## src/rtl/lspg_pkg.sv

```systemverilog
// Shared constants, types and tap table for the LFSR pattern sequence generator.
`timescale 1ns / 1ps
`default_nettype none

package lspg_pkg;

	// Depth range and field widths
	localparam int MAX_DEPTH = 12;
	localparam int MIN_DEPTH = 4;
	localparam int DEPTH_W   = 4;
	localparam int STATE_W   = 12;
	localparam int INDEX_W   = 13;
	localparam int PHASE_W   = 2;

	typedef logic [DEPTH_W-1:0] depth_t;
	typedef logic [STATE_W-1:0] shift_t;
	typedef logic [INDEX_W-1:0] index_t;
	typedef logic [PHASE_W-1:0] phase_t;

	// Position inside a triplet
	localparam phase_t PH_HEAD = 2'd0;
	localparam phase_t PH_MID  = 2'd1;
	localparam phase_t PH_TAIL = 2'd2;

	localparam depth_t DEPTH_RESET = 4'd4;

	// Pattern position and LFSR state
	typedef struct packed {
		shift_t shift;
		index_t index;
		phase_t phase;
		logic   first_pending;
	} lspg_state_t;

	localparam lspg_state_t STATE_START = '{
		shift:         '1,
		index:         '0,
		phase:         PH_HEAD,
		first_pending: 1'b1
	};

	// Feedback taps for each depth (low d bits of the shift register)
	function automatic shift_t tap_mask(input depth_t d);
		shift_t m;
		case (d)
			4'd4:    m = 12'h009;
			4'd5:    m = 12'h012;
			4'd6:    m = 12'h021;
			4'd7:    m = 12'h044;
			4'd8:    m = 12'h0C3;
			4'd9:    m = 12'h108;
			4'd10:   m = 12'h240;
			4'd11:   m = 12'h402;
			4'd12:   m = 12'h883;
			default: m = 12'h000;
		endcase
		return m;
	endfunction

endpackage

`default_nettype wire

```

## src/rtl/lspg_if.sv

```systemverilog
// Handshake channel interfaces: request, response and configuration write.
`timescale 1ns / 1ps
`default_nettype none

interface lspg_req_if;
	logic valid;
	logic ready;
	logic restart;

	modport source (output valid, output restart, input ready);
	modport sink   (input valid, input restart, output ready);
endinterface

interface lspg_rsp_if;
	logic valid;
	logic ready;
	logic symbol;
	logic last;

	modport source (output valid, output symbol, output last, input ready);
	modport sink   (input valid, input symbol, input last, output ready);
endinterface

interface lspg_cfg_if;
	logic       valid;
	logic       ready;
	logic [3:0] code_depth;

	modport source (output valid, output code_depth, input ready);
	modport sink   (input valid, input code_depth, output ready);
endinterface

`default_nettype wire

```

## src/rtl/lspg_step.sv

```systemverilog
// Next-state and symbol logic for one pattern position.
`timescale 1ns / 1ps
`default_nettype none

module lspg_step (
	input  var lspg_pkg::lspg_state_t cur,
	input  var lspg_pkg::depth_t      code_depth,
	input  wire logic                 restart,
	output var lspg_pkg::lspg_state_t nxt,
	output logic                      symbol,
	output logic                      last
);
	import lspg_pkg::*;

	depth_t      d;
	shift_t      dmask;
	index_t      total;
	index_t      final_idx;
	index_t      idx;
	phase_t      phase;
	lspg_state_t st;
	shift_t      s;
	logic        fb;
	logic        in_code;

	// Clamp depth to the supported range
	always_comb begin
		if (code_depth < depth_t'(MIN_DEPTH)) begin
			d = depth_t'(MIN_DEPTH);
		end else if (code_depth > depth_t'(MAX_DEPTH)) begin
			d = depth_t'(MAX_DEPTH);
		end else begin
			d = code_depth;
		end
	end

	// Triplet count 2^d + d - 2 and mask of the active LFSR bits
	assign dmask     = shift_t'((index_t'(1) << d) - index_t'(1));
	assign total     = (index_t'(1) << d) + index_t'(d) - index_t'(2);
	assign final_idx = total - index_t'(1);

	// Restart takes effect before the symbol is formed
	assign st = restart ? STATE_START : cur;

	always_comb begin
		phase = (st.phase == 2'd3) ? PH_TAIL : st.phase;
		idx   = (st.index > final_idx) ? final_idx : st.index;
	end

	assign s       = st.shift & dmask;
	assign fb      = ^(s & tap_mask(d));
	assign in_code = (phase == PH_MID) && (idx >= index_t'(d - depth_t'(1)))
		&& (idx < final_idx);

	always_comb begin
		nxt    = st;
		symbol = 1'b1;
		last   = 1'b0;

		// Middle symbol of a code triplet
		if (in_code) begin
			if (st.first_pending) begin
				nxt.first_pending = 1'b0;
			end else begin
				symbol    = fb;
				nxt.shift = ((s << 1) & dmask) | shift_t'(fb);
			end
		end

		// Advance position
		if (phase == PH_TAIL) begin
			if (idx == final_idx) begin
				last = 1'b1;
				nxt  = STATE_START;
			end else begin
				nxt.phase = PH_HEAD;
				nxt.index = idx + index_t'(1);
			end
		end else begin
			nxt.phase = phase + phase_t'(1);
			nxt.index = idx;
		end
	end

endmodule

`default_nettype wire

```

## src/rtl/lfsr_pattern_sequence_generator_top.sv

```systemverilog
// Top level of the LFSR pattern sequence generator.
//
// Usage:
//   req : one transaction per symbol wanted; restart = 1 rewinds the
//         pattern to its first symbol before that symbol is produced.
//   rsp : one transaction per accepted request, carrying symbol and last;
//         last marks the final symbol of a pattern of 3*(2^d + d - 2)
//         symbols, after which the pattern starts over.
//   cfg : writes code_depth (4..12, clamped outside) and rewinds the
//         pattern. Write only while no response is outstanding.
// Timing: the response is registered and valid in the cycle after the request is accepted.
// Throughput: one symbol per cycle while rsp.ready stays high; the LFSR feedback and position update
//   fit between the state registers and the response register.
// Stall: req.ready stays high while the response register is empty or
//   being drained; when rsp.ready is low with a response held, req.ready
//   drops and the response holds steady.
// Reset: depth returns to 4, the LFSR to all ones, position to the first
//   symbol, and the response register empties.
`timescale 1ns / 1ps
`default_nettype none

module lfsr_pattern_sequence_generator_top (
	input  wire logic clk,
	input  wire logic arst_n,
	lspg_req_if.sink  req,
	lspg_rsp_if.source rsp,
	lspg_cfg_if.sink  cfg
);
	import lspg_pkg::*;

	depth_t      code_depth_q;
	lspg_state_t state_q;
	lspg_state_t state_nxt;
	logic        rsp_valid_q;
	logic        symbol_q;
	logic        last_q;
	logic        sym_nxt;
	logic        last_nxt;
	logic        req_fire;

	assign req.ready = !rsp_valid_q || rsp.ready;
	assign req_fire  = req.valid && req.ready;
	assign cfg.ready = 1'b1;

	lspg_step u_step (
		.cur        (state_q),
		.code_depth (code_depth_q),
		.restart    (req.restart),
		.nxt        (state_nxt),
		.symbol     (sym_nxt),
		.last       (last_nxt)
	);

	// Depth register and pattern state
	always_ff @(posedge clk or negedge arst_n) begin
		if (!arst_n) begin
			code_depth_q <= DEPTH_RESET;
			state_q      <= STATE_START;
		end else if (cfg.valid) begin
			code_depth_q <= cfg.code_depth;
			state_q      <= STATE_START;
		end else if (req_fire) begin
			state_q <= state_nxt;
		end
	end

	// Response valid
	always_ff @(posedge clk or negedge arst_n) begin
		if (!arst_n) begin
			rsp_valid_q <= 1'b0;
		end else if (req_fire) begin
			rsp_valid_q <= 1'b1;
		end else if (rsp.ready) begin
			rsp_valid_q <= 1'b0;
		end
	end

	// Response payload
	always_ff @(posedge clk) begin
		if (req_fire) begin
			symbol_q <= sym_nxt;
			last_q   <= last_nxt;
		end
	end

	assign rsp.valid  = rsp_valid_q;
	assign rsp.symbol = symbol_q;
	assign rsp.last   = last_q;

endmodule

`default_nettype wire
```

## src/flat_wrapper.sv

```systemverilog
// flat-port wrapper written by rule: the top's interface ports become plain ports
module lfsr_pattern_sequence_generator_top_flat import lspg_pkg::*;
  (clk, arst_n, req_valid, req_restart, req_ready, rsp_valid, rsp_symbol, rsp_last, rsp_ready, cfg_valid, cfg_code_depth, cfg_ready);
  lspg_req_if req_i ();
  lspg_rsp_if rsp_i ();
  lspg_cfg_if cfg_i ();
  input  wire logic clk;
  input  wire logic arst_n;
  input wire logic [$bits(req_i.valid)-1:0] req_valid;
  input wire logic [$bits(req_i.restart)-1:0] req_restart;
  output wire logic [$bits(req_i.ready)-1:0] req_ready;
  output wire logic [$bits(rsp_i.valid)-1:0] rsp_valid;
  output wire logic [$bits(rsp_i.symbol)-1:0] rsp_symbol;
  output wire logic [$bits(rsp_i.last)-1:0] rsp_last;
  input wire logic [$bits(rsp_i.ready)-1:0] rsp_ready;
  input wire logic [$bits(cfg_i.valid)-1:0] cfg_valid;
  input wire logic [$bits(cfg_i.code_depth)-1:0] cfg_code_depth;
  output wire logic [$bits(cfg_i.ready)-1:0] cfg_ready;
  assign req_i.valid = req_valid;
  assign req_i.restart = req_restart;
  assign req_ready = req_i.ready;
  assign rsp_valid = rsp_i.valid;
  assign rsp_symbol = rsp_i.symbol;
  assign rsp_last = rsp_i.last;
  assign rsp_i.ready = rsp_ready;
  assign cfg_i.valid = cfg_valid;
  assign cfg_i.code_depth = cfg_code_depth;
  assign cfg_ready = cfg_i.ready;
  lfsr_pattern_sequence_generator_top u_core (.clk(clk), .arst_n(arst_n), .req(req_i), .rsp(rsp_i), .cfg(cfg_i));
endmodule
```

## config.mk

```make
export PLATFORM = sky130hd
export DESIGN_NAME = lfsr_pattern_sequence_generator_top_flat
export DESIGN_NICKNAME = d
export VERILOG_FILES = /design/src/rtl/lspg_pkg.sv /design/src/rtl/lspg_if.sv /design/src/rtl/lspg_step.sv /design/src/rtl/lfsr_pattern_sequence_generator_top.sv /design/src/flat_wrapper.sv
export SDC_FILE = /design/constraint.sdc
export NUM_CORES = 1
export LEC_CHECK = 0
export BUFFER_PORTS_ARGS = -buffer_cell sky130_fd_sc_hd__buf_4
export CELL_PAD_IN_SITES_DETAIL_PLACEMENT = 2
export CELL_PAD_IN_SITES_GLOBAL_PLACEMENT = 2
export CORE_MARGIN = 2
export CORE_UTILIZATION = 39
export DETAILED_ROUTE_END_ITERATION = 16
export PLACE_DENSITY_LB_ADDON = 0.1
export SYNTH_ARGS = -nofsm -noshare
export SYNTH_HDL_FRONTEND = slang
export SYNTH_SLANG_ARGS = --single-unit
```

## constraint.sdc

```tcl
create_clock -name clk -period 7.79 [get_ports clk]
set_input_delay 1.1685 -clock clk [delete_from_list [all_inputs] [get_ports clk]]
set_output_delay 1.1685 -clock clk [all_outputs]
set_load 0.1 [all_outputs]
```

# --- Yosys cells after proc, flatten, opt, wreduce, memory -nomap -nowiden ---
# Memories as Yosys holds them, arrays and structs flattened.
# Cells that the tools add are included.
word_totals:
  rom_bits: 192
  regBits: 35
  n_memories: 1
  output_inout_bits: 5
classes:
  n_mux: 19
  eq_ne: 4
  shift: 1
  add_sub_neg: 7
  bitwise_logic: 5
  order_cmp: 5
  reduce_logical: 9
memory_table:
  columns: ["name", "depth", "width", "rd", "rd_ports_with_merged_regs", "wr", "line_no", "source"]
  rows:
  - ["(no name shown)", 16, 12, 1, 0, 0, "lspg_pkg.sv:45", "case (d)"]
op_table:
  columns: ["op", "n"]
  rows:
  - ["28-bit two-way mux", 3]
  - ["12-bit two-way mux", 4]
  - ["12-bit bitwise AND", 3]
  - ["15-bit two-way mux", 2]
  - ["13-bit by 1-bit adder with 13-bit output, second input constant", 1]
  - ["13-bit by 4-bit adder with 13-bit output", 1]
  - ["13-bit == test", 1]
  - ["13-bit >= comparator", 1]
  - ["13-bit > comparator", 1]
  - ["13-bit < comparator", 1]
  - ["13-bit two-way mux", 1]
  - ["1-bit by 4-bit << shifter with 13-bit output, first input constant", 1]
  - ["13-bit by 1-bit subtractor with 13-bit output, second input constant", 1]
  - ["13-bit by 2-bit subtractor with 13-bit output, second input constant", 1]
  - ["12-bit by 1-bit bitwise OR with 12-bit output", 1]
  - ["12-bit XOR reduction", 1]
  - ["12-bit by 1-bit subtractor with 12-bit output, second input constant", 1]
  - ["4-bit two-way mux", 2]
  - ["1-bit two-way mux", 6]
  - ["4-bit by 1-bit subtractor with 5-bit output, second input constant", 1]
  - ["2-bit == test, second input constant", 2]
  - ["4-bit > comparator, second input constant", 1]
  - ["4-bit by 3-bit < comparator with 1-bit output, second input constant", 1]
  - ["2-bit nonzero test", 2]
  - ["8 further kinds", 10]

# --- Depth between registers and ports, before layout ---
logic_depth:
  word_depth: 17
  mapped_depth: 35
  ltp_nobuf: 32

# --- Hierarchy ---
# A second synthesis with hierarchy kept.
unflattened:
  cells_unflattened: 582
  area_unflattened_um2: 4798.4
by_module_without_submodules:
  columns: ["module", "area_per_inst_um2", "cells_each", "n_inst", "seq_area_each_um2"]
  rows:
  - ["lspg_step", 3230.6, 453, 1, 0.0]
  - ["lfsr_pattern_sequence_generator_top", 1567.8, 129, 1, 903.4]

# --- Worst setup path after synthesis ---
# Ideal clock, no wire load.
synth_timing:
  path_type: "register -> register"
  start: "register u_core.code_depth_q[2]"
  end: "register u_core.state_q[16] (netlist name)"
  t_arrival_ns: 6.789
  setup_ns: 0.089
  stages_incl_launch_ff: 34
  period_less_slack_ns: 6.879
  required_time_ns: 7.701
  setup_slack_ns: 0.911
  cell_sequence: "dfstp_2 -> xor2_1 -> nand2_1 -> ha_1 -> clkbuf_1 -> nand2_1 -> ha_1 -> or3b_2 -> o221ai_1 -> o41ai_1 -> o21bai_1 -> a21oi_1 -> xor2_1 -> ha_1 -> and2_1 -> nand2_1 -> nor4_1 -> a21oi_1 -> mux2i_1 -> a21o_1 -> buf_6 -> buf_6 -> mux2_2 -> ha_1 -> nor2b_1 -> o21a_1 -> o21a_1 -> o21a_1 -> o21a_1 -> o211ai_1 -> nand4_1 -> nor3_1 -> clkbuf_1 -> a2bb2oi_1"
synth_between:
  elab_chain_len: 17
  word_cells_on_any_way: 29
synth_rtl:
  columns: ["item", "line_no", "source"]
  rows:
  - ["from (decl)", "lfsr_pattern_sequence_generator_top.sv:31", "depth_t code_depth_q;"]
  - ["from (signal assigned)", "lfsr_pattern_sequence_generator_top.sv:60", "code_depth_q <= cfg.code_depth;"]
  - ["4-bit > comparator", "lspg_step.sv:30", "end else if (code_depth > depth_t'(MAX_DEPTH)) begin"]
  - ["4-bit two-way mux", "lspg_step.sv:30", null]
  - ["4-bit two-way mux (*)", "lspg_step.sv:28", "if (code_depth < depth_t'(MIN_DEPTH)) begin"]
  - ["1-bit by 4-bit << shifter with 13-bit output", "lspg_step.sv:39", "assign total = (index_t'(1) << d) + index_t'(d) - index_t'(2);"]
  - ["13-bit by 4-bit adder with 13-bit output", "lspg_step.sv:39", null]
  - ["13-bit by 2-bit subtractor with 13-bit output", "lspg_step.sv:39", null]
  - ["13-bit by 1-bit subtractor with 13-bit output", "lspg_step.sv:40", "assign final_idx = total - index_t'(1);"]
  - ["13-bit > comparator", "lspg_step.sv:47", "idx = (st.index > final_idx) ? final_idx : st.index;"]
  - ["13-bit two-way mux", "lspg_step.sv:47", null]
  - ["13-bit >= comparator", "lspg_step.sv:52", "assign in_code = (phase == PH_MID) && (idx >= index_t'(d - depth_t'(1)))"]
  - ["1-bit logical AND", "lspg_step.sv:52", null]
  - ["1-bit logical AND", "lspg_step.sv:53", "&& (idx < final_idx);"]
  - ["12-bit two-way mux", "lspg_step.sv:61", "if (in_code) begin"]
  - ["12-bit two-way mux", "lspg_step.sv:72", "if (idx == final_idx) begin"]
  - ["12-bit two-way mux (*)", "lspg_step.sv:71", "if (phase == PH_TAIL) begin"]
  - ["28-bit two-way mux (*)", "lfsr_pattern_sequence_generator_top.sv:62", "end else if (req_fire) begin"]
  - ["28-bit two-way mux (*)", "lfsr_pattern_sequence_generator_top.sv:59", "end else if (cfg.valid) begin"]
  - ["to (signal assigned)", "lfsr_pattern_sequence_generator_top.sv:63", "state_q <= state_nxt;"]
  - ["to (decl)", "lfsr_pattern_sequence_generator_top.sv:32", "lspg_state_t state_q;"]
# Every way passes the cells marked *; elsewhere a longest branch is shown, timed or not. The select of a mux whose other input is x is not followed.
# A chain may end at the register's enable or synchronous reset.

# --- Worst setup path after layout ---
layout_timing:
  start: "register u_core.code_depth_q[2]"
  end: "register u_core.state_q[23] (netlist name)"
# Same word-level chain as after synthesis.

==> results.md <==
* Status: complete, no violations
* Ratio of cells with drive above 1 in the final layout at 15.4%
* R2r worst-path depth at 31
* Initial core utilization at around two fifths
* Finished Core Util at 43.9%
* Crit path time final at 7.33 ns
* Clock sinks at 35
* CTS root buf: clkbuf_8
* Final std cells w/o fill at 651
* Dpl cells at 641
* Die Ht at 106 um
* DRC viols at 0
* Worst reg-to-reg setup slack at roughly 0.46 ns
* WP buf/inv at 3
* Max frequency at 136 MHz
* Slowest cell on the critical path: dfstp_2
* Port bufs at 13
* Max stage delay on crit path at 0.58 ns
* Initial antenna violation count at 1
* Max-Cap Viols at 0
* Largest net degree at the start of global routing at 35
* Clk_skew at between 0.01 and 0.015 ns
* Delay-heaviest family, CP: simple AND/OR/NAND/NOR gates
* Synth unique cells at 69
* Flops & latches, synth at 35
* Via/cell ratio at 5.73
* Hold path depth at 2
* Critical path fanouts, max at 11
* Total wire length at 13,700 um
* # H-tree levels at 2
* Setup TNS at 0 ns
* Core area at 10,200 um2
* Nets at 577
* Synth Cell Area at 4040 um2
* First-pass GRT wire length at roughly 22,000 um
* Hold_buf cts at 0
* Hold Slack at 0.483 ns
* Crit Path Category: reg2reg
* Slew @ Worst Pin at 0.680 ns
* Sequential-to-total area share from yosys stat at roughly 22%
* Worst VDD drop at 101 uV
* Clock Path Buffers at 2
* PD cells at 157 nW/um2
* Antenna-violating nets left at 0
* Slew Limit Fails at 0
* Worst path required time at 8.02 ns
* Initial DRT Pass Iterations at 4
* Synth warnings at 0
* Clk_lat worst skew at 0.31 ns
* Synth Instances at 487
* Final hold vios at 0
* Placed inst area at 4340 um2
* RR Startpoint: u_core.code_depth_q[2]
* Critical path depth at 31
* Top-level port count at 15
* Area grow syn2layout at 10.7%
* WHS Endpoint: u_core.state_q[17]
* Grt ovf at 0
* Crit path DAT at ~7.6 ns
* Crit end category: register
* Syn Area/Cell at approximately 8.3 um2
* EDFF count, synth at 2
* Leakage at 0.00210 uW
* Hpwl dp at 10,900 um
* DIE AREA at approximately 11,000 um2
* Reg-to-Reg End: u_core.state_q[23]
* DRT iter0 DRCs at 127
* Main synth FF type: dfrtp_1
* Row count at 37
* Relative slew slack at 54.3%
* Number of global-route vias before repair at about 4,000
* Post-route cell area at 4470 um2
* TritonCTS Buffers at 5
* Clock Pin Slew Worst Setup and Hold Paths at 0.09 ns
* CTS tree: yes
* Crit start category: register
* Tcrit/Tclk final at 94.1%
* Gpl congestion at slightly above 0.8
* Hold_sp: u_core.state_q[16]
* GRT Total Usage at 25.1%
* Die width at 106 um
* Routed vias at 3,729
* Final setup vio count at 0
* DR WL/cell at 21.0 um
* HP Class: reg2reg
* Async SR Flop Fraction at 94.3%
worst min-delay path: cells and delay by family (launching register included):
kind | cells | cell delay (ns)
flops | 1 | 0.39
buf+inv | 1 | 0.05
compound gates | 1 | 0.05
worst max path at each step:
stage | startpoint | endpoint | slack (ns)
after floorplan | u_core.code_depth_q[2] | u_core.state_q[16] | 0.91
after global placement | u_core.code_depth_q[2] | u_core.state_q[22] | 0.53
after detailed placement | u_core.code_depth_q[2] | u_core.state_q[21] | 0.13
after CTS | u_core.code_depth_q[2] | u_core.state_q[16] | 0.08
after global routing | u_core.code_depth_q[2] | u_core.state_q[16] | -0.04
final | u_core.code_depth_q[2] | u_core.state_q[23] | 0.46
flip-flops by register name (all words and copies together), names as in the netlist:
name	cells
u_core.rsp.valid	1
u_core.code_depth_q	4
u_core.state_q	28
u_core.rsp.last	1
u_core.rsp.symbol	1
Yosys cell counts (7+ instances only):
library cell	number	area (um2)
nand2b_1	20	125
o21ai_0	23	115
dfstp_2	14	368
nor2_1	31	116
and3_1	7	43.8
xor2_1	8	70.1
a21oi_1	30	150
ha_1	54	676
o21a_1	7	52.6
nand2_1	46	173
mux2_2	8	90.1
nand3_1	13	65.1
a2bb2oi_1	11	96.3
mux2i_1	12	120
clkbuf_1	11	41.3
dfrtp_1	19	475
xnor2_1	17	149
inv_1	34	128
nor2b_1	13	81.3
nor3_1	8	40.0
nand4_1	8	50.1
a21o_1	7	52.6
cell usage in the layout, fill, tap and decap left out, types with 3 or more instances in the layout:
cell and n:
buf_4 24, mux2i_1 11, o31ai_1 6, nand2_1 45, xor2_1 8, conb_1 11
mux2_4 3, a21oi_1 30, nand2b_1 20, o22ai_1 4, and3_1 7, dfrtp_1 19
clkbuf_8 5, inv_1 34, o21ai_0 23, or3_1 5, nand3_1 13, mux2_2 8
or2_2 4, a31oi_1 3, and2_1 3, nor2b_1 13, a211oi_1 4, xnor2_1 17
o21a_1 7, ha_1 54, nor3_1 8, o211ai_1 6, a2bb2oi_1 11, a21o_1 7
nand4_1 8, dfstp_2 14, nor2_1 31
power breakdown:
| group | switching, uW | internal, uW | leakage, uW |
|---|---|---|---|
| clock network | 85.2 | 62.8 | 0.0000445 |
| logic | 229 | 134 | 0.00164 |
| registers | 4.42 | 187 | 0.000418 |
layer usage:
layer	up-vias	share of wire, %	track usage [%]
met4	0	1.8	7.24
met1	1875	46	32.9
li1	1785	-	-
met2	48	49	42.7
met5	-	0	0
met3	21	2.8	3.90
stage by stage:
| step | worst slack, ns | power, uW |
|---|---|---|
| 2_1_floorplan | 0.911 | 441 |
| 3_3_place_gp | 0.525 | 532 |
| 3_5_place_dp | 0.133 | 548 |
| 4_1_cts | 0.0795 | 702 |
| 5_1_grt | -0.0437 | 746 |
| 6_report | 0.462 | 702 |
repair_timing:
item                                    in CTS  in global routing
setup buffers                                0                  1
resized for setup                            0                  6
endpoints found under the setup margin       0                 16
cell type report:
type                       instances  area, um2
sequential                        35        903
clock buffer                       5       68.8
inverter                          34        128
fill                            1188       5710
antenna                            1       2.50
tap                              136        170
timing repair buffer              24        180
clock inverter                     3       18.8
multi-input combinational        413       3000
kinds of logic (layout without fill, tap and decap cells):
group	count (synthesis)	count (layout)	synth area share [%]
buffers and inverters	49	66	5.02
and+or+nand+nor	173	173	22.2
AOI/OAI and AO/OA	125	125	20.9
muxes	25	25	7.22
xor gates and xnor gates	25	25	5.42
other	1	12	0.0928
DFF	35	35	22.4
adders and majority gates	54	54	16.7
No activity file was read; power rests on OpenSTA's default activity.
